File: src/rtl/lfu_pkg.sv
// ----------------------------------------------------------------------------
// lfu_pkg: shared types and constants for the LFU cache
// Sizes, cell command and status words, victim candidate and controller states.
// ----------------------------------------------------------------------------
package lfu_pkg;

  localparam int DEPTH  = 16;
  localparam int KEY_W  = 32;
  localparam int VAL_W  = 32;
  localparam int CNT_W  = 32;
  localparam int CAP_W  = 5;
  localparam int RANK_W = (DEPTH > 1) ? $clog2(DEPTH) : 1;
  localparam int OCC_W  = $clog2(DEPTH + 1);

  localparam logic OP_GET = 1'b0;
  localparam logic OP_PUT = 1'b1;

  typedef enum logic [1:0] {
    CMD_NONE,
    CMD_TOUCH,
    CMD_INSERT
  } cmd_e;

  typedef enum logic [2:0] {
    S_IDLE,
    S_DECIDE,
    S_SEARCH,
    S_VSEL,
    S_APPLY
  } state_e;

  // Command broadcast to every cell
  typedef struct packed {
    cmd_e              kind;
    logic [RANK_W-1:0] ref_rank;
    logic              wr_value;
    logic              new_entry;
    logic [KEY_W-1:0]  key;
    logic [VAL_W-1:0]  value;
  } cmd_t;

  // Eviction candidate handed down the chain
  typedef struct packed {
    logic              vld;
    logic [CNT_W-1:0]  cnt;
    logic [RANK_W-1:0] rank;
    logic [KEY_W-1:0]  key;
  } cand_t;

  // Status a cell reports to the controller
  typedef struct packed {
    logic              valid;
    logic              match;
    logic [RANK_W-1:0] rank;
    logic [VAL_W-1:0]  value;
  } cell_stat_t;

endpackage

File: src/rtl/lfu_cell.sv
// ----------------------------------------------------------------------------
// lfu_cell: one cache entry of the chain
// Holds key, value, use count and recency rank; compares against the probe
// key and passes the better eviction candidate to its right neighbor.
// ----------------------------------------------------------------------------
module lfu_cell
  import lfu_pkg::*;
(
  input  logic             clk_i,
  input  logic             rst_ni,
  input  logic [KEY_W-1:0] probe_i,
  input  cmd_t             cmd_i,
  input  logic             fill_i,
  input  cand_t            cand_i,
  output cand_t            cand_o,
  output cell_stat_t       stat_o
);

  logic              valid_q, valid_d;
  logic              match_q, match_d;
  logic [KEY_W-1:0]  key_q, key_d;
  logic [VAL_W-1:0]  value_q, value_d;
  logic [CNT_W-1:0]  cnt_q, cnt_d;
  logic [RANK_W-1:0] rank_q, rank_d;
  cand_t             cand_q, cand_d;
  logic              better;

  always_ff @(posedge clk_i or negedge rst_ni) begin
    if (!rst_ni) begin
      valid_q <= 1'b0;
      match_q <= 1'b0;
      cand_q  <= '0;
    end else begin
      valid_q <= valid_d;
      match_q <= match_d;
      cand_q  <= cand_d;
    end
  end

  always_ff @(posedge clk_i) begin
    key_q   <= key_d;
    value_q <= value_d;
    cnt_q   <= cnt_d;
    rank_q  <= rank_d;
  end

  assign match_d = valid_q && (key_q == probe_i);

  // Keep the entry with lower count, or older rank on equal count
  assign better = valid_q && (!cand_i.vld || (cnt_q < cand_i.cnt) ||
                  ((cnt_q == cand_i.cnt) && (rank_q > cand_i.rank)));

  always_comb begin
    if (better) begin
      cand_d.vld  = 1'b1;
      cand_d.cnt  = cnt_q;
      cand_d.rank = rank_q;
      cand_d.key  = key_q;
    end else begin
      cand_d = cand_i;
    end
  end

  always_comb begin
    valid_d = valid_q;
    key_d   = key_q;
    value_d = value_q;
    cnt_d   = cnt_q;
    rank_d  = rank_q;
    case (cmd_i.kind)
      CMD_TOUCH: begin
        if (match_q) begin
          rank_d = '0;
          if (cmd_i.new_entry) begin
            key_d   = cmd_i.key;
            value_d = cmd_i.value;
            cnt_d   = CNT_W'(1);
          end else begin
            if (cmd_i.wr_value) begin
              value_d = cmd_i.value;
            end
            if (cnt_q != '1) begin
              cnt_d = cnt_q + CNT_W'(1);
            end
          end
        end else if (valid_q && (rank_q < cmd_i.ref_rank)) begin
          rank_d = rank_q + RANK_W'(1);
        end
      end
      CMD_INSERT: begin
        if (fill_i) begin
          valid_d = 1'b1;
          key_d   = cmd_i.key;
          value_d = cmd_i.value;
          cnt_d   = CNT_W'(1);
          rank_d  = '0;
        end else if (valid_q) begin
          rank_d = rank_q + RANK_W'(1);
        end
      end
      default: ;
    endcase
  end

  assign cand_o       = cand_q;
  assign stat_o.valid = valid_q;
  assign stat_o.match = match_q;
  assign stat_o.rank  = rank_q;
  assign stat_o.value = value_q;

endmodule

File: config.mk
export PLATFORM = sky130hd
export DESIGN_NAME = lfu_cell
export DESIGN_NICKNAME = d
export VERILOG_FILES = /design/src/rtl/lfu_pkg.sv /design/src/rtl/lfu_cell.sv
export SDC_FILE = /design/constraint.sdc
export NUM_CORES = 1
export LEC_CHECK = 0
export ABC_AREA = 1
export BUFFER_PORTS_ARGS = -buffer_cell sky130_fd_sc_hd__buf_2
export CAP_MARGIN = 30
export CORE_MARGIN = 2
export CORE_UTILIZATION = 40
export DETAILED_ROUTE_END_ITERATION = 6
export MAX_ROUTING_LAYER = met4
export PLACE_DENSITY = 0.68
export SYNTH_ARGS = -nofsm -noshare
export SYNTH_HDL_FRONTEND = slang
export SYNTH_SLANG_ARGS = --single-unit
export TNS_END_PERCENT = 5
File: constraint.sdc
create_clock -name clk_i -period 3.2 [get_ports clk_i]
set_input_delay 0.32 -clock clk_i [delete_from_list [all_inputs] [get_ports clk_i]]
set_output_delay 0.32 -clock clk_i [all_outputs]
set_load 0.01 [all_outputs]
======== Word-level counts from Yosys, hierarchy flattened ========
Index checks and enable logic that the tools add are counted.
word-level totals
  register bits ........................... 171
  output and inout port bits .............. 107
cells by class
  equality and inequality tests ........... 12
  magnitude comparators ................... 3
  add/sub/neg operators ................... 2
  reduce and logical (&&, ||, !) cells .... 13
  multiplexer cells ....................... 20
operators with widths
  cell                     count
  $mux W32                 11
  $pmux W32 S2             3
  $mux W69                 1
  $eq A32 B32 Y1           2
  $add A32 B1 Y32 const B  1
  $lt A32 B32 Y1           1
  $ne A32 B32 Y1 const B   1
  $mux W4                  4
  $ne A3 B3 Y1 const B     4
  $reduce_and A4 Y1        3
  $pmux W4 S2              1
  $ne A2 B2 Y1 const B     3
  $add A4 B1 Y4 const B    1
  $gt A4 B4 Y1             1
  $logic_and A1 B1 Y1      4
  $lt A4 B4 Y1             1
  $reduce_and A3 Y1        1
  $eq A2 B1 Y1 const B     1
  $eq A2 B2 Y1 const B     1
  $logic_or A1 B1 Y1       2
  $reduce_and A2 Y1        1
  $reduce_bool A2 Y1       1
  $logic_not A1 Y1         1

======== Logic depth before layout (Yosys ltp) ========
Gate-level depths: netlist of run 1.
  depth after elaboration ................. 5
  mapped depth ............................ 19
  gate-level depth less buffers ........... 17

======== Worst setup path after synthesis of run 1 ========
No wires, ideal clock.
  kind .................................... register -> register
  from .................................... register cnt_q[0]
  to ...................................... register cnt_q[0], enable pin
  cell stages (with the launch flop) ...... 11
  buffers on the path ..................... 0
  period minus slack after synthesis ...... 3.035 ns
  path slack .............................. 0.165 ns
  arrival ................................. 2.614 ns
  library setup time ...................... 0.422 ns
  cell sequence ........................... edfxtp_1 ha_1 nand2_1 nor2_4 nand4_2 nor2_4 nand3_2 nor2_2 nand3_1 nor3_1 nor2_1
between the ends
  word-level cells in the longest chain between the ends .. 3
RTL lines
  what                                line            source
  from (decl)                         lfu_cell.sv:23  logic [CNT_W-1:0] cnt_q, cnt_d;
  from (signal assigned)              lfu_cell.sv:43  cnt_q <= cnt_d;
  $ne A32 B32 Y1                      lfu_cell.sv:82  if (cnt_q != '1) begin
  $ne A3 B3 Y1 (no source line)       n/a
  $reduce_and A4 Y1 (no source line)  n/a
Every way passes these cells.
A chain may end at the register's enable or synchronous reset.

==> metrics.md, run 1 <==
| Metric | Value |
|---|---|
| Status | complete, no violations |
| Top-count cell post-synth | nand2_1 |
| GRT overflow | 0 |
| Top Ports | around 280 |
| CTS tree | yes |
| Leak | approximately 5.3 nW |
| Area share of the largest cell type after synthesis | 0.359 |
| Core area | between 20000 and 25000 µm² |
| Commonest cells post-synth | nand2_1, inv_1, edfxtp_1 |
| Synthesized area | between 8000 and 9000 µm² |
| Post-route ant nets | 0 |
| Final instance count without filler cells | between 1000 and 1500 |
| Worst vdd ir | between 0.3 and 0.4 mV |
| CP arrival | between 2 and 3 ns |
| Layout cell share with drive strength beyond 1 | 0.297 |
| CTS max path bufs | 2 |
| Largest area contributor in the netlist | edfxtp_1 |
| DR pass1 iterations | 5 |
| Die W | 149 µm |
| Chip height | between 100 and 150 µm |
| Setup CP Type | reg2reg |
| Yosys reg bits | 171 |
| Initial antenna violation count | 4 |
| CTS clk-pin slew, worst paths | roughly 0.080 ns |
| Synth Net Count | about 1100 |
| Layout Nets | between 1000 and 1500 |
| CP required | ~3.6 ns |
| Seq. cell area | approximately 4800 µm² |
| Final Cycle Share | 0.803 |
| Sequential area share after synthesis | 0.571 |
| Number of fill cells | about 1800 |
| H-tree Lvls | 4 |
| Mapped Cells | between 800 and 900 |
| Fin area | approximately 11000 µm² |
| Via-to-Cell Ratio | around 4.9 |
| Vias | 7115 |
| Vias in the first global route | 7021 |
| PostCTS Resize Cnt | 0 |
| CTS Buf Count | 17 |
| DP HPWL | about 19000 µm |
| Final Max Slew Viols | 0 |
| Synth unique cells | 37 |
| Max cap viols | 0 |
| Sink Count | between 150 and 200 |
| Relative slew slack | 0.491 |
| Syn Area/Cell | 9.50 µm² |
| Initial DRC Count | 480 |
| First-pass GRT wire length | roughly 37000 µm |
| Ys Warns | 0 |
| Wire length per cell | between 15 and 20 µm |
| Setup Skew | around 0.013 ns |
| Clk_lat worst skew | 0.45 ns |
| Hold Slack | between 0.04 and 0.05 ns |
| Largest net degree at the start of global routing | 38 |
| Crit path max fanout | 36 |
| Die area | 22100 µm² |
| Slew @ Worst Pin | approximately 0.76 ns |
| Period minus WS final | 2.57 ns |
| DP Cell Count | between 1000 and 1500 |
| Async set-or-reset flop fraction in the synthesized netlist | 0.415 |
| DRC | 0 |
| Row count | 52 |
| Multi-input logic area | between 3000 and 4000 µm² |
| WL final | approximately 24000 µm |
| EDFF count, synth | 100 |
| Total Routing Usage GR | 0.227 |
| Setup tns final | 0 ns |
| RSZ-0062 raised after global routing | false |
| Fmax achieved | slightly below 400 MHz |
| Path type of the worst min-delay path | in2reg |
| Final Hold Viols | 0 |
| Area after DPL | around 10000 µm² |
| PD cells | roughly 540 nW/µm² |
| Element type at the critical path end | register |
| PortBufs | 282 |
| Top FF cell, synth | edfxtp_1 |
| Area growth from synthesis to layout | 28.5% |
| Gp weighted congestion | approximately 0.88 |
| Root Buffer | clkbuf_16 |
| Startpoint Class | register |
| Starting density of the core | 0.411 |
| Top cells by area, synth | edfxtp_1, dfrtp_1, nand2_1 |
| Endpoints failing setup | 0 |
worst max-delay path: stages (launching register included):
cell and delay (ns):
edfxtp_1 0.51, ha_1 0.34, nand2_1 0.07, nor2_1 0.18
nand4_1 0.15, nor2_1 0.26, nand2_1 0.08, nor2_1 0.11
nor2_1 0.05, nand2_2 0.10, buf_4 0.35, nand3_1 0.16
nand2_1 0.10
cell type report:
| type | count | share of cell area |
|---|---|---|
| Sequential cell | 171 | 0.445 |
| Multi-Input combinational cell | 573 | 0.282 |
| Timing Repair Buffer | 299 | 0.145 |
| Clock buffer | 17 | 0.0396 |
| Inverter | 109 | 0.0381 |
| Tap cell | 270 | 0.0314 |
| Clock inverter | 15 | 0.0175 |
| Antenna cell | 4 | 0.000931 |
flip-flops by register name, summed over array words and instances, names as in the netlist:
register / cells
cand_o: 69
cnt_q: 32
key_q: 32
value_q: 32
rank_q: 4
match_q: 1
valid_q: 1
through the flow:
stage	power, mW	util	setup WS [ns]
2_1_floorplan	3.27	-	0.165
6_report	5.81	0.528	0.631
5_1_grt	6.11	0.528	0.406
3_3_place_gp	3.72	0.495	0.691
4_1_cts	5.86	0.527	0.629
3_5_place_dp	3.75	0.497	0.662
cells by family after synthesis:
group / share of synthesized area
simple gates: 0.225
flops: 0.571
buf+inv: 0.0672
compound gates: 0.0598
fa+ha+maj: 0.0643
xor+xnor: 0.0126
timing repair:
| item | in CTS | in global routing |
|---|---|---|
| hold endpoints to repair | 34 | 0 |
| hold buffers | 1 | 0 |
| setup buffers | 0 | 0 |
where the power goes:
part	total [mW]	switching, mW	leakage, nW	internal (mW)
clock network	2.12	1.05	0.295	1.07
registers	2.73	0.133	1.80	2.60
logic	0.962	0.566	3.22	0.396
total	5.81	1.75	5.31	4.06
worst paths after layout:
path                                          from                    to  slack (ns)  cells past startpoint
max                        cnt_q[23]$_SDFFCE_PP0P_   cand_o[7]$_DFF_PN0_        0.63                     12
min                                      cmd_i[37]    key_q[5]$_DFFE_PP_        0.04                      1
max reg2reg                cnt_q[23]$_SDFFCE_PP0P_   cand_o[7]$_DFF_PN0_        0.63                     12
min reg2reg                    key_q[16]$_DFFE_PP_  cand_o[16]$_DFF_PN0_        0.53                      2
max in group asynchronous                   rst_ni   valid_q$_DFFE_PN0P_        2.21                      3
min in group asynchronous                   rst_ni  cand_o[58]$_DFF_PN0_        0.40                      2
per-layer routing:
layer | GRT usage | up-vias | part of all wire
li1 | - | 3513 | -
met1 | 0.297 | 3268 | 0.44
met2 | 0.352 | 287 | 0.47
met3 | 0.0423 | 47 | 0.067
met4 | 0.0895 | 0 | 0.027
met5 | - | - | 0
cells in the final DEF, fill, tap and decap left out, types with 38 or more instances in the layout:
cell,netlist,layout
buf_2,8,281
nand2_1,235,235
inv_1,109,109
edfxtp_1,100,100
nand3_1,83,83
dfrtp_1,71,70
nor2_1,58,55
ha_1,43,43
a21oi_1,38,38
(Power assumes the default switching activity.)
==> inputs of run 2 (changes only) <==
--- a/config.mk
+++ b/config.mk
@@ -12,7 +12,7 @@
 export CORE_UTILIZATION = 40
 export DETAILED_ROUTE_END_ITERATION = 6
 export MAX_ROUTING_LAYER = met4
-export PLACE_DENSITY = 0.68
+export PLACE_DENSITY = 0.66
 export SYNTH_ARGS = -nofsm -noshare
 export SYNTH_HDL_FRONTEND = slang
 export SYNTH_SLANG_ARGS = --single-unit
==> constraint.sdc (replaced) <==
create_clock -name clk_i -period 2.6 [get_ports clk_i]
set_input_delay 0.26 -clock clk_i [delete_from_list [all_inputs] [get_ports clk_i]]
set_output_delay 0.26 -clock clk_i [all_outputs]
set_load 0.01 [all_outputs]
==> metrics.md, run 2 (synthesized netlist as in run 1, its figures left out) <==
| Metric | Value |
|---|---|
| Status | complete, no violations |
| Vias in the first global route | 7433 |
| Relative slew slack | 0.490 |
| Max reg flops | roughly 70 |
| WL final | 24800 µm |
| PD cells | ~630 nW/µm² |
| Largest net degree at the start of global routing | 58 |
| Final Max Slew Viols | 0 |
| Clock Power Share | 0.353 |
| Fin area | 11600 µm² |
| Layout cell share with drive strength beyond 1 | 0.296 |
| Number of fill cells | approximately 1800 |
| Top Ports | around 280 |
| Critical path depth | 13 |
| CP arrival | between 2 and 3 ns |
| Element type at the critical path end | register |
| CTS tree | yes |
| Area growth from synthesis to layout | 38.2% |
| Final Hold Viols | 0 |
| Post-route ant nets | 0 |
| Commonest cells after routing, fill and taps aside | buf_2, nand2_1, inv_1, edfxtp_1, nand3_1 |
| Row count | 52 |
| Flop pwr share | 0.460 |
| Cell Int Power | 5.09 mW |
| DP HPWL | about 18000 µm |
| PortBufs | about 280 |
| Commonest non-fill, non-tap cell in the layout | buf_2 |
| Clk_lat worst skew | roughly 0.44 ns |
| Root Buffer | clkbuf_16 |
| Setup CP Type | reg2reg |
| Via-to-Cell Ratio | roughly 4.9 |
| Crit-path leading delay family | simple AND/OR/NAND/NOR gates |
| Die area | 22100 µm² |
| Initial DRC Count | between 400 and 500 |
| CP Cell Sequence | ha_1 -> nand2_1 -> nor2_1 -> nand4_1 -> nor2_2 -> nand2_1 -> nor2_1 -> nor2_1 -> nand2_2 -> nand2_2 -> buf_12 -> nand2_1 -> nand2_1 |
| Crit path max fanout | 57 |
| CTS clk-pin slew, worst paths | about 0.080 ns |
| Worst vdd ir | 0.425 mV |
| Core area | a little over 20000 µm² |
| Largest stage delay on the critical path | between 0.4 and 0.5 ns |
| Layout Nets | 1474 |
| Setup Skew | approximately 0.013 ns |
| Vias | roughly 7500 |
| Hold depth | 3 |
| Startpoint Class | register |
| Switching Fraction | 0.296 |
| Die W | 149 µm |
| CTS Buf Count | 17 |
| Initial antenna violation count | 2 |
| Max stage delay cell, worst path | edfxtp_1 |
| Sw Pwr | around 2.1 mW |
| DP Cell Count | 1441 |
| H-tree Lvls | 4 |
| Seq. cell area | between 4000 and 5000 µm² |
| Final instance count without filler cells | 1540 |
| CTS max path bufs | 2 |
| Period minus WS final | between 2 and 2.5 ns |
| GRT overflow | 0 |
| Sink Count | 171 |
| CP Buf/Inv Count | 1 |
| Final Cycle Share | 0.951 |
| Endpoints failing setup | 0 |
| Leak | around 5.7 nW |
| Gp weighted congestion | about 0.88 |
| Comb power frac | 0.187 |
| Slew @ Worst Pin | 0.764 ns |
| DR pass1 iterations | 6 |
| DRC | 0 |
| Reg2Reg Depth | 13 |
| Chip height | 149 µm |
| Wire length per cell | around 16 µm |
| Path type of the worst min-delay path | in2reg |
| Fmax achieved | 405 MHz |
| Starting density of the core | 0.411 |
| Area after DPL | 10300 µm² |
| Max cap viols | 0 |
| Multi-input logic area | roughly 3000 µm² |
| Design Power | 7.24 mW |
| Hold Slack | around 0.014 ns |
| Total Routing Usage GR | 0.233 |
| First-pass GRT wire length | approximately 39000 µm |
| CP required | around 2.9 ns |
| Top cell by count, worst path | nand2_1 |
| RSZ-0062 raised after global routing | false |
## run 2: per-layer routing
layer  part of all wire  up-vias  GRT usage
met2               0.46      305      0.360
met4              0.025        0     0.0843
met5                  0        -          -
li1                   -     3673          -
met3              0.067       53     0.0411
met1               0.45     3466      0.311
## run 2: metrics by stage
step / setup WS (ns) / setup TNS (ns) / utilization
finish: 0.128 / 0 / 0.567
global route: 0.00860 / 0 / 0.567
floorplan: -0.0280 / -1.79 / -
detailed placement: 0.129 / 0 / 0.506
CTS: 0.104 / 0 / 0.566
global placement: 0.134 / 0 / 0.506
## run 2: power by group through the flow
stage                     Combinational [mW]  Sequential [mW]  Clock (mW)
after detailed placement                1.28             3.38           0
final                                   1.35             3.33        2.56
after global routing                    1.51             3.36        2.71
after floorplan                        0.529             3.50           0
after CTS                               1.36             3.33        2.61
after global placement                  1.26             3.38           0
## run 2: worst reg2reg max path, stage by stage, from the launching register on
cell      delay [ns]
edfxtp_1        0.47
ha_1            0.34
nand2_1         0.06
nor2_1          0.16
nand4_1         0.14
nor2_2          0.22
nand2_1         0.09
nor2_1          0.12
nor2_1          0.06
nand2_2         0.15
nand2_2         0.10
buf_12          0.20
nand2_1         0.18
nand2_1         0.06
## run 2: area by class of cell
class / instances / area share
antenna: 2 / 0.000433
clock buffer: 17 / 0.0368
clock inverter: 15 / 0.0153
inverter: 109 / 0.0354
multi-input combinational: 573 / 0.263
sequential: 171 / 0.414
tap: 270 / 0.0292
timing repair buffer: 383 / 0.206
## run 2: worst paths after layout
kind / from / endpoint / slack (ns)
max: cnt_q[21]$_SDFFCE_PP0P_ / cand_o[25]$_DFF_PN0_ / 0.13
min reg2reg: key_q[16]$_DFFE_PP_ / cand_o[16]$_DFF_PN0_ / 0.52
min: cand_i[11] / cand_o[11]$_DFF_PN0_ / 0.01
max in group asynchronous: rst_ni / cand_o[3]$_DFF_PN0_ / 1.69
min in group asynchronous: rst_ni / cand_o[53]$_DFF_PN0_ / 0.33
max reg2reg: cnt_q[21]$_SDFFCE_PP0P_ / cand_o[25]$_DFF_PN0_ / 0.13
## run 2: timing repair
item / in CTS / in global routing
hold endpoints to repair: 96 / 0
hold buffers: 63 / 0
setup buffers: 0 / 2
setup endpoints to repair: 0 / 68
gates resized for setup: 0 / 2
==> inputs of run 3 (changes only) <==
--- a/config.mk
+++ b/config.mk
@@ -13,6 +13,8 @@
 export DETAILED_ROUTE_END_ITERATION = 6
 export MAX_ROUTING_LAYER = met4
 export PLACE_DENSITY = 0.66
+export RECOVER_POWER = 50
+export SLEW_MARGIN = 5
 export SYNTH_ARGS = -nofsm -noshare
 export SYNTH_HDL_FRONTEND = slang
 export SYNTH_SLANG_ARGS = --single-unit
==> metrics.md, run 3 (synthesized netlist as in run 1, its figures left out) <==
| Metric | Value |
|---|---|
| Status | complete, no violations |
| Vias in the first global route | approximately 7400 |
| Worst vdd ir | around 0.43 mV |
| Die area | 22100 µm² |
| CTS tree | yes |
| Layout Nets | between 1000 and 1500 |
| Gp weighted congestion | between 0.8 and 0.9 |
| Max cap viols | 0 |
| DP HPWL | about 18000 µm |
| Startpoint Class | register |
| PortBufs | ~280 |
| Row count | 52 |
| Flop pwr share | 0.463 |
| Area growth from synthesis to layout | 36.6% |
| Sw Pwr | roughly 2.2 mW |
| PD cells | about 630 nW/µm² |
| Crit path max fanout | 57 |
| CP Buf/Inv Count | 1 |
| Comb power frac | 0.181 |
| Crit-path leading delay family | simple AND/OR/NAND/NOR gates |
| Max reg flops | roughly 70 |
| CTS clk-pin slew, worst paths | roughly 0.070 ns |
| Commonest cells after routing, fill and taps aside | nand2_1, buf_2, inv_1, edfxtp_1, clkbuf_1 |
| Clock Power Share | 0.355 |
| Period minus WS final | 2.48 ns |
| Chip height | ~150 µm |
| Area after DPL | just over 10000 µm² |
| Leak | between 5 and 6 nW |
| Setup tns final | 0 ns |
| Number of fill cells | about 1800 |
| Fmax achieved | 403 MHz |
| Fin area | ~11000 µm² |
| Path type of the worst min-delay path | in2reg |
| WL final | between 20000 and 25000 µm |
| Post-route ant nets | 0 |
| Switching Fraction | 0.299 |
| First-pass GRT wire length | between 30000 and 40000 µm |
| DRC | 0 |
| Largest stage delay on the critical path | roughly 0.48 ns |
| Design Power | 7.19 mW |
| CP Cell Sequence | ha_1 -> nand2_1 -> nor2_1 -> nand4_1 -> nor2_2 -> nand2_1 -> nor2_1 -> nor2_1 -> nand2_2 -> nand2_2 -> buf_12 -> nand2_1 -> nand2_1 |
| Initial antenna violation count | 2 |
| Cell Int Power | between 5 and 6 mW |
| CTS max path bufs | 2 |
| Max stage delay cell, worst path | edfxtp_1 |
| Via-to-Cell Ratio | 4.85 |
| Die W | around 150 µm |
| Final Cycle Share | 0.954 |
| Top Ports | 283 |
| Wire length per cell | 16.1 µm |
| Clk_lat worst skew | 0.44 ns |
| Vias | about 7500 |
| Commonest non-fill, non-tap cell in the layout | nand2_1 |
| Initial DRC Count | ~520 |
| Endpoints failing setup | 0 |
| Largest net degree at the start of global routing | between 50 and 60 |
| CTS Buf Count | 17 |
| Hold Slack | ~0.014 ns |
| Core area | between 20000 and 25000 µm² |
| Sink Count | approximately 170 |
| Setup CP Type | reg2reg |
| DR pass1 iterations | 5 |
| Element type at the critical path end | register |
| Relative slew slack | 0.331 |
| H-tree Lvls | 4 |
| Slew @ Worst Pin | 1.00 ns |
| Setup Skew | 0.0121 ns |
| Top cell by count, worst path | nand2_1 |
| Layout cell share with drive strength beyond 1 | 0.225 |
| Final Max Slew Viols | 0 |
| CP arrival | roughly 2.8 ns |
| Final Hold Viols | 0 |
| CP required | between 2 and 3 ns |
| DP Cell Count | ~1400 |
| GRT overflow | 0 |
| Root Buffer | clkbuf_16 |
| RSZ-0062 raised after global routing | false |
| Starting density of the core | 0.411 |
| Total Routing Usage GR | 0.233 |
| Final instance count without filler cells | about 1500 |
## run 3: changes by cell type in the layout (fill, tap and decap cells not counted)
cell      previous run  this run
buf_12               4         3
buf_2              281       192
buf_4               34        32
clkbuf_2             0         2
clkbuf_1             0        90
## run 3: timing repair
item | 4_1_cts | 5_1_grt
hold endpoints to repair | 96 | 0
hold buffers | 63 | 0
buffers inserted | 0 | 2
setup endpoints to repair | 0 | 68
resized for setup | 0 | 2
## run 3: metrics by stage
step	worst slack, ns	utilization
final	0.120	0.561
after CTS	0.104	0.566
after floorplan	-0.0280	-
after global placement	0.134	0.506
after detailed placement	0.129	0.506
after global routing	0.00860	0.561
## run 3: area by class of cell
cell class / count / area [µm²] / share of cell area
Sequential cell: 171 / 4780 / 0.419
Inverter: 109 / 409 / 0.0358
Multi-Input combinational cell: 573 / 3040 / 0.266
Clock inverter: 15 / 176 / 0.0154
Clock buffer: 17 / 425 / 0.0372
Antenna cell: 2 / 5.00 / 0.000438
Tap cell: 270 / 338 / 0.0296
Timing Repair Buffer: 383 / 2250 / 0.197
## run 3: power groups by stage
stage	clock, mW	sequential [mW]	combinational [mW]
final	2.56	3.33	1.30
after floorplan	0	3.50	0.529
after global routing	2.71	3.36	1.46
after detailed placement	0	3.38	1.28
after global placement	0	3.38	1.26
after CTS	2.61	3.33	1.36
## run 3: routing by layer
metal	track usage	vias to the layer above	wire length, µm
met5	-	-	0
met4	0.0843	0	626
met3	0.0411	52	1540
met2	0.360	288	11400
met1	0.311	3451	11300
li1	-	3676	-
## run 3: final timing paths
path	to	cells past startpoint	startpoint	slack, ns
setup / recovery	cand_o[25]$_DFF_PN0_	13	cnt_q[21]$_SDFFCE_PP0P_	0.12
min in group asynchronous	cand_o[53]$_DFF_PN0_	2	rst_ni	0.49
hold / removal	cand_o[2]$_DFF_PN0_	3	cand_i[2]	0.01
max in group asynchronous	cand_o[3]$_DFF_PN0_	3	rst_ni	0.61
setup reg to reg	cand_o[25]$_DFF_PN0_	13	cnt_q[21]$_SDFFCE_PP0P_	0.12
hold reg to reg	cand_o[16]$_DFF_PN0_	2	key_q[16]$_DFFE_PP_	0.52
## run 3: worst min-delay path, delay by kind of cell
family	cells	cell delay, ns
buffers and inverters	1	0.07
and+or+nand+nor	2	0.08
